[config.mk]
export PLATFORM = sky130hd
export DESIGN_NAME = gnss_block_deframer_crc16
export DESIGN_NICKNAME = d
export VERILOG_FILES = /design/src/hdl/gbd_pkg.sv /design/src/hdl/gbd_cfg.sv /design/src/hdl/gbd_core.sv /design/src/hdl/gnss_block_deframer_crc16.sv
export SDC_FILE = /design/constraint.sdc
export NUM_CORES = 1
export LEC_CHECK = 0
export BUFFER_PORTS_ARGS = -buffer_cell sky130_fd_sc_hd__buf_4
export CAP_MARGIN = 20
export CORE_MARGIN = 2
export CORE_UTILIZATION = 40
export CTS_CLUSTER_SIZE = 25
export DETAILED_ROUTE_END_ITERATION = 16
export RECOVER_POWER = 100
export SLEW_MARGIN = 20
export SYNTH_ARGS = -nofsm -noshare
export SYNTH_HDL_FRONTEND = slang
export SYNTH_SLANG_ARGS = --single-unit
export TNS_END_PERCENT = 1
[constraint.sdc]
create_clock -name clk -period 3.5 [get_ports clk]
set_input_delay 0.7 -clock clk [delete_from_list [all_inputs] [get_ports clk]]
set_output_delay 0.7 -clock clk [all_outputs]
set_load 0.05 [all_outputs]
[src/hdl/gbd_pkg.sv]
// Shared types, codes and the CRC step function for the block deframer.
`default_nettype none
package gbd_pkg;

  // Configuration port geometry
  localparam int unsigned CfgAddrW = 4;
  localparam int unsigned CfgDataW = 32;

  // Register index codes (byte address / 4)
  localparam logic [1:0] REG_SYNC_FIRST  = 2'd0;
  localparam logic [1:0] REG_SYNC_SECOND = 2'd1;
  localparam logic [1:0] REG_MAX_LEN     = 2'd2;

  // Register reset values
  localparam logic [7:0]  SyncFirstRst  = 8'h24;
  localparam logic [7:0]  SyncSecondRst = 8'h40;
  localparam logic [15:0] MaxLenRst     = 16'd4096;

  // Header bytes before the ID field (sync pair and CRC pair)
  localparam int unsigned HdrBeforeId = 4;
  // Offset from body index to total length at the final byte
  localparam logic [16:0] LastOffset  = 17'(HdrBeforeId + 1);
  // Smallest legal total block length
  localparam logic [15:0] MinLen      = 16'd8;

  // CRC-16-CCITT polynomial
  localparam logic [15:0] CrcPoly = 16'h1021;

  // Result status codes
  localparam logic [1:0] ST_ORDINARY = 2'd0;
  localparam logic [1:0] ST_CRC_GOOD = 2'd1;
  localparam logic [1:0] ST_CRC_BAD  = 2'd2;
  localparam logic [1:0] ST_ABORT    = 2'd3;

  // Hunt / framing phase, one-hot
  typedef enum logic [4:0] {
    PH_SYNC1  = 5'b00001,
    PH_SYNC2  = 5'b00010,
    PH_CRC_LO = 5'b00100,
    PH_CRC_HI = 5'b01000,
    PH_BODY   = 5'b10000
  } phase_t;

  // Configuration register set handed to the core
  typedef struct packed {
    logic [7:0]  sync_first;
    logic [7:0]  sync_second;
    logic [15:0] max_block_length;
  } cfg_t;

  // One byte through the CRC, MSB first, no reflection
  function automatic logic [15:0] crc_feed(input logic [15:0] crc, input logic [7:0] b);
    logic [15:0] v;
    v = crc ^ {b, 8'h00};
    for (int k = 0; k < 8; k++) begin
      if (v[15]) begin
        v = {v[14:0], 1'b0} ^ CrcPoly;
      end else begin
        v = {v[14:0], 1'b0};
      end
    end
    return v;
  endfunction

endpackage
`default_nettype wire

[src/hdl/gbd_cfg.sv]
// APB-style configuration register file for the block deframer.
`default_nettype none
module gbd_cfg (
  input  wire logic                          clk,
  input  wire logic                          rst_n,
  input  wire logic                          cfg_psel,
  input  wire logic                          cfg_penable,
  input  wire logic                          cfg_pwrite,
  input  wire logic [gbd_pkg::CfgAddrW-1:0]  cfg_paddr,
  input  wire logic [gbd_pkg::CfgDataW-1:0]  cfg_pwdata,
  output logic      [gbd_pkg::CfgDataW-1:0]  cfg_prdata,
  output logic                               cfg_pready,
  output gbd_pkg::cfg_t                      cfg
);

  gbd_pkg::cfg_t cfg_r;
  logic          wr_en;
  logic [1:0]    reg_idx;

  assign cfg_pready = 1'b1;
  assign wr_en      = cfg_psel & cfg_penable & cfg_pwrite;
  assign reg_idx    = cfg_paddr[3:2];
  assign cfg        = cfg_r;

  // Register writes on the access phase
  always_ff @(posedge clk) begin
    if (!rst_n) begin
      cfg_r.sync_first       <= gbd_pkg::SyncFirstRst;
      cfg_r.sync_second      <= gbd_pkg::SyncSecondRst;
      cfg_r.max_block_length <= gbd_pkg::MaxLenRst;
    end else if (wr_en) begin
      case (reg_idx)
        gbd_pkg::REG_SYNC_FIRST:  cfg_r.sync_first       <= cfg_pwdata[7:0];
        gbd_pkg::REG_SYNC_SECOND: cfg_r.sync_second      <= cfg_pwdata[7:0];
        gbd_pkg::REG_MAX_LEN:     cfg_r.max_block_length <= cfg_pwdata[15:0];
        default: ;
      endcase
    end
  end

  // Read-back mux
  always_comb begin
    case (reg_idx)
      gbd_pkg::REG_SYNC_FIRST:  cfg_prdata = {24'h0, cfg_r.sync_first};
      gbd_pkg::REG_SYNC_SECOND: cfg_prdata = {24'h0, cfg_r.sync_second};
      gbd_pkg::REG_MAX_LEN:     cfg_prdata = {16'h0, cfg_r.max_block_length};
      default:                  cfg_prdata = '0;
    endcase
  end

endmodule
`default_nettype wire

[src/hdl/gbd_core.sv]
// Input register, framing state, CRC update and result register.
`default_nettype none
module gbd_core (
  input  wire logic          clk,
  input  wire logic          rst_n,
  input  wire gbd_pkg::cfg_t cfg,
  input  wire logic          in_valid,
  output logic               in_ready,
  input  wire logic [7:0]    in_rx_byte,
  output logic               out_valid,
  input  wire logic          out_ready,
  output logic [7:0]         out_data_byte,
  output logic [15:0]        out_byte_index,
  output logic [15:0]        out_block_id,
  output logic [1:0]         out_status,
  output logic               out_is_last
);

  // Input stage
  logic        in_vld_r;
  logic [7:0]  in_byte_r;

  // Framing state
  gbd_pkg::phase_t phase_r, phase_nxt;
  logic [15:0] crc_r, crc_nxt;
  logic [15:0] exp_crc_r, exp_crc_nxt;
  logic [15:0] id_r, id_nxt;
  logic [15:0] len_r, len_nxt;
  logic [15:0] seen_r, seen_nxt;

  // Result stage
  logic        out_vld_r;
  logic [7:0]  out_byte_r;
  logic [15:0] out_idx_r;
  logic [15:0] out_id_r;
  logic [1:0]  out_st_r;
  logic        out_last_r;

  // Result of the byte being worked on
  logic        res_vld;
  logic [1:0]  res_st;
  logic        res_last;
  logic [15:0] res_id;

  logic        out_free;
  logic        proc_go;

  assign out_free = ~out_vld_r | out_ready;
  assign proc_go  = in_vld_r & out_free;
  assign in_ready = ~in_vld_r | proc_go;

  // Input register: refills in the same cycle its byte is consumed
  always_ff @(posedge clk) begin
    if (!rst_n) begin
      in_vld_r <= 1'b0;
    end else if (in_ready) begin
      in_vld_r <= in_valid;
    end
  end

  always_ff @(posedge clk) begin
    if (in_valid && in_ready) begin
      in_byte_r <= in_rx_byte;
    end
  end

  // Per-byte framing decisions
  always_comb begin
    logic [16:0] end_pos;
    end_pos     = {1'b0, seen_r} + gbd_pkg::LastOffset;
    phase_nxt   = phase_r;
    crc_nxt     = crc_r;
    exp_crc_nxt = exp_crc_r;
    id_nxt      = id_r;
    len_nxt     = len_r;
    seen_nxt    = seen_r;
    res_vld     = 1'b0;
    res_st      = gbd_pkg::ST_ORDINARY;
    res_last    = 1'b0;
    res_id      = '0;
    case (phase_r)
      gbd_pkg::PH_SYNC2: begin
        if (in_byte_r == cfg.sync_second) begin
          phase_nxt   = gbd_pkg::PH_CRC_LO;
          crc_nxt     = '0;
          exp_crc_nxt = '0;
          id_nxt      = '0;
          len_nxt     = '0;
          seen_nxt    = '0;
        end else begin
          phase_nxt = gbd_pkg::PH_SYNC1;
        end
      end
      gbd_pkg::PH_CRC_LO: begin
        exp_crc_nxt = {8'h00, in_byte_r};
        phase_nxt   = gbd_pkg::PH_CRC_HI;
      end
      gbd_pkg::PH_CRC_HI: begin
        exp_crc_nxt = {in_byte_r, exp_crc_r[7:0]};
        phase_nxt   = gbd_pkg::PH_BODY;
      end
      gbd_pkg::PH_BODY: begin
        res_vld = 1'b1;
        crc_nxt = gbd_pkg::crc_feed(crc_r, in_byte_r);
        // Header fields inside the body: ID then length, little-endian
        if (seen_r == 16'd0) begin
          id_nxt = {8'h00, in_byte_r};
        end else if (seen_r == 16'd1) begin
          id_nxt = {in_byte_r, id_r[7:0]};
        end else if (seen_r == 16'd2) begin
          len_nxt = {8'h00, in_byte_r};
        end else if (seen_r == 16'd3) begin
          len_nxt = {in_byte_r, len_r[7:0]};
          if (len_nxt < gbd_pkg::MinLen || len_nxt > cfg.max_block_length) begin
            res_st   = gbd_pkg::ST_ABORT;
            res_last = 1'b1;
          end
        end
        // Final byte of the block carries the CRC verdict
        if (!res_last && seen_r >= 16'd3 && end_pos >= {1'b0, len_nxt}) begin
          res_st   = (crc_nxt == exp_crc_r) ? gbd_pkg::ST_CRC_GOOD : gbd_pkg::ST_CRC_BAD;
          res_last = 1'b1;
        end
        res_id = (seen_r == 16'd0) ? 16'd0 : id_nxt;
        if (res_last) begin
          phase_nxt = gbd_pkg::PH_SYNC1;
          seen_nxt  = '0;
        end else begin
          seen_nxt = seen_r + 16'd1;
        end
      end
      default: begin
        phase_nxt = (in_byte_r == cfg.sync_first) ? gbd_pkg::PH_SYNC2 : gbd_pkg::PH_SYNC1;
      end
    endcase
  end

  // Framing state advances once per consumed byte
  always_ff @(posedge clk) begin
    if (!rst_n) begin
      phase_r   <= gbd_pkg::PH_SYNC1;
      crc_r     <= '0;
      exp_crc_r <= '0;
      id_r      <= '0;
      len_r     <= '0;
      seen_r    <= '0;
    end else if (proc_go) begin
      phase_r   <= phase_nxt;
      crc_r     <= crc_nxt;
      exp_crc_r <= exp_crc_nxt;
      id_r      <= id_nxt;
      len_r     <= len_nxt;
      seen_r    <= seen_nxt;
    end
  end

  // Result register
  always_ff @(posedge clk) begin
    if (!rst_n) begin
      out_vld_r <= 1'b0;
    end else if (out_free) begin
      out_vld_r <= proc_go & res_vld;
    end
  end

  always_ff @(posedge clk) begin
    if (proc_go && res_vld) begin
      out_byte_r <= in_byte_r;
      out_idx_r  <= seen_r;
      out_id_r   <= res_id;
      out_st_r   <= res_st;
      out_last_r <= res_last;
    end
  end

  assign out_valid      = out_vld_r;
  assign out_data_byte  = out_byte_r;
  assign out_byte_index = out_idx_r;
  assign out_block_id   = out_id_r;
  assign out_status     = out_st_r;
  assign out_is_last    = out_last_r;

endmodule
`default_nettype wire

[src/hdl/gnss_block_deframer_crc16.sv]
// Top level of the sync-word block deframer with CRC-16 check.
//
//  Channel  | Direction | Handshake             | Payload
//  ---------+-----------+-----------------------+------------------------------------------
//  in_      | sink      | in_valid / in_ready   | in_rx_byte
//  out_     | source    | out_valid / out_ready | out_data_byte, out_byte_index,
//           |           |                       | out_block_id, out_status, out_is_last
//  cfg_     | slave     | psel/penable, pready  | cfg_paddr, cfg_pwdata, cfg_prdata
//
// One byte per cycle is sustained while the output is not stalled; a byte is held in the input
// register and its result is then registered in the result register.
// The CRC update and framing decision are a single byte-wide step between the two.
// rst_n is synchronous: both stages empty, hunt for the first sync byte, registers
// at their defaults. A stalled output holds its result; the input register still
// takes a byte while it is empty or the result register is free or being emptied.
`default_nettype none
module gnss_block_deframer_crc16 (
  input  wire logic                          clk,
  input  wire logic                          rst_n,
  input  wire logic                          in_valid,
  output logic                               in_ready,
  input  wire logic [7:0]                    in_rx_byte,
  output logic                               out_valid,
  input  wire logic                          out_ready,
  output logic [7:0]                         out_data_byte,
  output logic [15:0]                        out_byte_index,
  output logic [15:0]                        out_block_id,
  output logic [1:0]                         out_status,
  output logic                               out_is_last,
  input  wire logic                          cfg_psel,
  input  wire logic                          cfg_penable,
  input  wire logic                          cfg_pwrite,
  input  wire logic [gbd_pkg::CfgAddrW-1:0]  cfg_paddr,
  input  wire logic [gbd_pkg::CfgDataW-1:0]  cfg_pwdata,
  output logic      [gbd_pkg::CfgDataW-1:0]  cfg_prdata,
  output logic                               cfg_pready
);

  gbd_pkg::cfg_t cfg;

  // Configuration registers
  gbd_cfg u_cfg (
    .clk         (clk),
    .rst_n       (rst_n),
    .cfg_psel    (cfg_psel),
    .cfg_penable (cfg_penable),
    .cfg_pwrite  (cfg_pwrite),
    .cfg_paddr   (cfg_paddr),
    .cfg_pwdata  (cfg_pwdata),
    .cfg_prdata  (cfg_prdata),
    .cfg_pready  (cfg_pready),
    .cfg         (cfg)
  );

  // Framing datapath
  gbd_core u_core (
    .clk            (clk),
    .rst_n          (rst_n),
    .cfg            (cfg),
    .in_valid       (in_valid),
    .in_ready       (in_ready),
    .in_rx_byte     (in_rx_byte),
    .out_valid      (out_valid),
    .out_ready      (out_ready),
    .out_data_byte  (out_data_byte),
    .out_byte_index (out_byte_index),
    .out_block_id   (out_block_id),
    .out_status     (out_status),
    .out_is_last    (out_is_last)
  );

endmodule
`default_nettype wire

## After elaboration in Yosys (flattened, before gate mapping)

Index checks and enable logic that the tools add are counted.

- Memories: 0
- Memory bits (read-only): 0
- Bits in writable memories: 0
- Register bits after elaboration: 170
- Bits in latches: 0
- Logic and storage cells: 127
- Bits of input ports: 51
- Output and inout bits: 78

- Reduce and logical (&&, ||, !) cells: 19
- Bitwise gates (word level): 19
- Equality and inequality tests: 14
- Shift-type cells: 0
- Magnitude comparators: 4
- Add/sub/neg operators: 2
- Multiplexer cells: 51
- $mul: 0
- Div/mod/pow operators: 0

Operators by type and width:

| kind | number |
|---|---|
| $mux W16 | 17 |
| $pmux W16 S2 | 4 |
| $mux W13 | 8 |
| $pmux W16 S3 | 2 |
| $eq A16 B2 Y1 const B | 2 |
| $not A3 Y3 | 8 |
| $pmux W5 S4 | 1 |
| $add A16 B3 Y17 const B | 1 |
| $ge A17 B16 Y1 | 1 |
| $add A16 B1 Y16 const B | 1 |
| $eq A16 B1 Y1 const B | 1 |
| $eq A16 B16 Y1 | 1 |
| $eq A8 B8 Y1 | 2 |
| $ge A16 B2 Y1 const B | 1 |
| $gt A16 B16 Y1 | 1 |
| $logic_not A16 Y1 | 1 |
| $lt A16 B4 Y1 const B | 1 |
| $mux W2 | 8 |
| $xor A16 B16 Y16 | 1 |
| $mux W1 | 9 |
| $reduce_and A2 Y1 | 4 |
| $reduce_and A3 Y1 | 2 |
| $eq A5 B2 Y1 const B | 1 |
| $eq A5 B3 Y1 const B | 1 |
| 18 further kinds | 30 |

## Logic depth before layout (Yosys ltp)

- Depth after elaboration: 28
- Depth in mapped cells: 18
- Gate-level depth less buffers: 13

## Modules after synthesis

From an unflattened synthesis, not the netlist that was laid out.

- Cell total of the unflattened synthesis: 927
- Area, all modules: 9148.8 um^2

By module, submodules not included:

| module | cells each | area each (um^2) | sequential area each (um^2) | instances |
|---|---|---|---|---|
| gbd_core | 742 | 7523.5 | 3273.1 | 1 |
| gbd_cfg | 185 | 1625.3 | 640.6 | 1 |

## Least setup slack after synthesis

Ideal clock, no wire load.

- Kind: reg-to-reg
- Start: register u_core.seen_r[11]
- End: register u_core.seen_r[7]
- Library setup time: 63 ps
- Setup slack: -26 ps
- Period minus slack after synthesis: 3526 ps
- Buffers on the path: 5
- Data required time: 3437 ps
- Arrival: 3462 ps
- Cell stages (with the launch flop): 18
- Cells stage by stage: dfxtp_1 buf_2 nor4_1 and4_1 buf_4 buf_2 nor4bb_1 buf_2 mux2i_1 ha_1 a21oi_1 o221ai_1 a21oi_1 o21a_1 a2bb2oi_1 a41oi_4 buf_6 nor2_2

- Longest elaborated chain between the ends: 13
- Elaborated cells on any way between the ends: 24
- Those cells by class: 1 x add/sub; 2 x order compare; 3 x eq/ne; 14 x mux; 4 x reduce/logical

RTL lines:

| item | line | text |
|---|---|---|
| from (decl) | gbd_core.sv:29 | `logic [15:0] seen_r, seen_nxt;` |
| from (signal assigned) | gbd_core.sv:153 | `seen_r <= seen_nxt;` |
| branches (longest 9 deep; another with $ge A17 B16 Y1) | -- |  |
| $mux W1 * | gbd_core.sv:120 | `if (!res_last && seen_r >= 16'd3 && end_pos >= {1'b0, len_nxt}) begin` |
| $mux W1 * | gbd_core.sv:81 | `case (phase_r)` |
| $mux W16 * | gbd_core.sv:125 | `if (res_last) begin` |
| $pmux W16 S2 * | gbd_core.sv:81 |  |

Every way passes the cells marked *. The select of a mux whose other input is x is not followed.
A chain may end at the register's enable or synchronous reset.

## Worst setup path in the final report

- Start: register u_core.seen_r[15]
- End: register u_core.seen_r[5]

The elaborated chain is that of the path after synthesis.

==> results.txt <==
----------------------------------------------------
[Timing]
  Minimum period implied by the final worst setup slack ... 3360 ps
  Fmax achieved ... roughly 300 MHz
  Final setup TNS ... 0 ps
  RSZ-0062 raised after global routing ... yes
  Final Hold Vio Count ... 0
  Number of failing setup endpoints in the final timing report ... 0
  Slew Limit Headroom ... 0.384
  Final worst-path cycle share ... 0.959
  Slew at the pin closest to its max-slew limit ... slightly above 900 ps
  Pins Over Slew Limit ... 0
  Final Skew ... between 10 and 15 ps

[Min path]
  Hold Path Depth ... 1
  Classification of the worst-slack hold path ... in2reg
  Worst-case hold path end point ... u_core.in_byte_r[6]$_DFFE_PP_
  Worst hold path startpoint ... in_rx_byte[6]

[Synthesis]
  Number of synthesis warnings ... 0
  Cells after synthesis ... between 900 and 1000
  Netlist area before placement ... around 9000 µm²
  FFs w/ async S/R, synth ... 0
  Most instantiated flip-flop cell in the synthesis netlist ... dfxtp_1
  Area share of the leading cell type in the synthesized netlist ... 0.269
  Ranking of synthesized cells by area ... dfxtp_1, edfxtp_1, ha_1
  Sequential fraction of the synthesis area ... 0.442
  Post-synth EDFFs ... roughly 50
  Number of distinct library cells after synthesis ... 61
  Flops & latches, synth ... between 150 and 200
  Area leader, netlist ... dfxtp_1
  Avg Inst Size Synth ... 9.52 µm²

[Global routing]
  Wire length of the first global-routing pass ... 34.9 mm
  Remaining global-route overflow ... 0
  Via count of the first global-routing pass ... 6383
  Global routing's busiest layer ... met2
  Initial antenna violation count ... 0
  GR Layer Usage met2 ... 0.278
  Global routing usage on met1 ... 0.273
  Global router's overall resource usage ... 0.186
  Met3 global-route usage ... 0.0360
  Maximum number of pins on one net before global-route repair ... a little over 70

[Power]
  Sw frac ... 0.253
  Total power per unit cell area ... approximately 400 nW/µm²
  Max rail drop VDD ... between 0.3 and 0.4 mV
  Clock power frac ... 0.444
  Internal cell power ... around 3.1 mW
  Combinational group share of total power ... 0.066
  P_leak ... approximately 3.8 nW
  Sequential group share of total power ... 0.490
  P_sw ... roughly 1.1 mW

[CTS]
  Number of H-tree branching levels ... 4
  Max Buffers Root-to-Sink ... 2
  CTS tree ... done
  Clock latency reported for the late side of the worst-skew pair ... 440 ps
  Number of clock buffers inserted by TritonCTS ... 17
  Clock root cell ... clkbuf_16
  Count of hold buffers inserted by post-cts repair ... 0
  Clock edge transition at the registers on the reported setup and hold paths ... 70 ps
  Clk sink count ... 170

[Finish]
  Ratio of cells with drive above 1 in the final layout ... 0.213
  Layout Area Growth over Synthesis ... 21.2%
  Count of inserted antenna diode cells ... 0
  Post-layout net count ... approximately 1100
  Number of filler instances in the final layout ... just over 2000
  Most frequent cells in the layout ... buf_4, dfxtp_1, nand2_1
  Most common cell after layout, fill and taps aside ... buf_4
  Post-route insts no fill ... approximately 1300

[Die]
  Die outline height ... between 150 and 200 µm
  DIE AREA ... around 23000 µm²
  Initial Util ... 0.407
  Floorplan core area ... 21800 µm²
  Die boundary width ... 153 µm
  Placement row count ... 54
  Count of pins on the block boundary ... between 100 and 150

[Setup path]
  Depth of the most critical reg-to-reg path ... 15
  Crit Path Class ... reg2reg
  CP Launch Type ... flop
  Reg-to-reg endpoint ... u_core.seen_r[5]$_SDFFE_PN0P_
  Arrival time at the worst endpoint ... between 3000 and 4000 ps
  Required time at the worst-slack endpoint ... between 3000 and 4000 ps
  Reg2Reg Launch Point ... u_core.seen_r[15]$_SDFFE_PN0P_
  Worst R2R Setup Slack ... 140 ps
  Peak fanout along the critical path ... 8
  Capturing element type of the critical path ... flop

[Detailed routing]
  Count of vias placed by the detailed router ... approximately 7000
  First-iteration detailed-routing DRC count ... between 400 and 500
  Remaining antenna violation count after routing ... 0
  Number of detailed-route iterations in the first pass ... 5
  Total DRC errors in the routed layout ... 0
  Wire length reported by the detailed router ... between 20 and 25 mm
  Via density per instance ... roughly 5.2
  Routed len/inst ... 16.5 µm

[Place]
  Number of buffers added on ports ... 93
  Post-detailed-placement half-perimeter wirelength ... between 15 and 20 mm
  Gpl congestion ... approximately 0.84
  Number of cells after detailed placement ... between 1000 and 1500

[Run]
  Number of maximum-capacitance violations ... 0

[Outcome]
  Outcome ... complete, no violations

----------------------------------------------------
==> metrics by stage <==
| stage | util | total power [mW] | hold WS, ps | area [µm²] | setup WS, ps |
|---|---|---|---|---|---|
| final | 0.494 | 4.21 | 459 | 10700 | 143 |
| after global routing | 0.494 | 4.35 | 441 | 10700 | -66.2 |
| after global placement | 0.461 | 2.38 | 464 | 10000 | -50.5 |
| after CTS | 0.489 | 4.24 | 425 | 10600 | 11.1 |
| after floorplan | - | 2.29 | 403 | 8930 | 120 |
| after detailed placement | 0.461 | 2.38 | 476 | 10000 | -57.1 |
==> critical path: stages (launching register included) <==
cell,delay (ps)
dfxtp_1,320
nor4_2,340
and4_4,320
nor4bb_4,220
buf_6,190
buf_4,130
mux2i_1,80
ha_1,350
nand2_1,60
o21ai_1,150
a21oi_2,70
o21a_1,210
a2bb2oi_4,170
a41oi_4,350
clkbuf_16,230
nor2_2,40
==> per-layer routing <==
layer | vias to the layer above | wire length (µm)
met2 | 171 | 9950
met3 | 24 | 982
met4 | 0 | 341
li1 | 3470 | -
met5 | - | 0
met1 | 3303 | 10900
==> final cells by class <==
cell class,count,area [µm²],area share
Multi-Input combinational cell,688,4670,0.435
Sequential cell,170,3920,0.364
Timing Repair Buffer,147,1140,0.106
Clock buffer,17,425,0.0396
Tap cell,280,350,0.0326
Clock inverter,15,160,0.0149
Inverter,23,86.3,0.00803
==> flip-flops by register name, summed over array words and instances (netlist names), 2 cells and up <==
register               cells
u_core.out_data_byte       8
u_core.id_r               16
u_core.out_byte_index     16
u_core.out_status          2
u_core.exp_crc_r          16
u_core.out_block_id       16
u_core.len_r              16
u_core.phase_r             5
u_cfg.cfg                 32
u_core.crc_r              16
u_core.in_byte_r           8
u_core.seen_r             16
==> cell families after synthesis <==
logic type      share of synthesized area
simple gates                        0.208
compound gates                      0.133
flops                               0.442
buf+inv                            0.0491
xor+xnor                           0.0903
fa+ha+maj                          0.0508
mux                                0.0260
other cells                      0.000847
==> power by group through the flow <==
stage	registers, mW	logic, mW	clock network [mW]
6_report	2.06	0.279	1.87
5_1_grt	2.06	0.299	1.99
4_1_cts	2.06	0.275	1.91
3_5_place_dp	2.10	0.274	0
3_3_place_gp	2.10	0.273	0
2_1_floorplan	2.08	0.210	0
==> repair_timing <==
item | in CTS | in global routing
pin swaps | 1 | 15
setup endpoints to repair | 18 | 21
gates cloned | 0 | 1
hold endpoints to repair | 0 | 0
gates resized for setup | 3 | 23
setup buffers | 0 | 2
==> worst max-delay path by stage <==
stage                                         from                                  to  cells after the start
floorplan           u_core.seen_r[11]$_SDFFE_PN0P_       u_core.seen_r[5]$_SDFFE_PN0P_                     17
global placement    u_core.seen_r[10]$_SDFFE_PN0P_  u_core.out_status[1]$_SDFFCE_PN0P_                     16
detailed placement  u_core.seen_r[10]$_SDFFE_PN0P_  u_core.out_status[1]$_SDFFCE_PN0P_                     16
CTS                 u_core.seen_r[10]$_SDFFE_PN0P_       u_core.seen_r[4]$_SDFFE_PN0P_                     16
global route        u_core.seen_r[15]$_SDFFE_PN0P_       u_core.seen_r[5]$_SDFFE_PN0P_                     14
finish              u_core.seen_r[15]$_SDFFE_PN0P_       u_core.seen_r[5]$_SDFFE_PN0P_                     15
==> synthesized netlist by cell type (7+ instances only) <==
library cell,instances
dfxtp_1,119
nand2_1,98
nand3_1,60
edfxtp_1,51
nor2b_1,43
xnor2_1,43
a22oi_1,40
nor2_1,39
ha_1,36
xor2_1,36
a21boi_0,35
and2_1,33
o21ai_0,33
a21oi_1,26
clkbuf_1,24
inv_1,23
mux2i_1,23
buf_4,19
buf_2,15
nand4_1,15
nand2b_1,11
nor4_1,11
nor2_2,10
a21boi_1,9
nor3_1,7
or3_1,7
(Power assumes the default switching activity.)
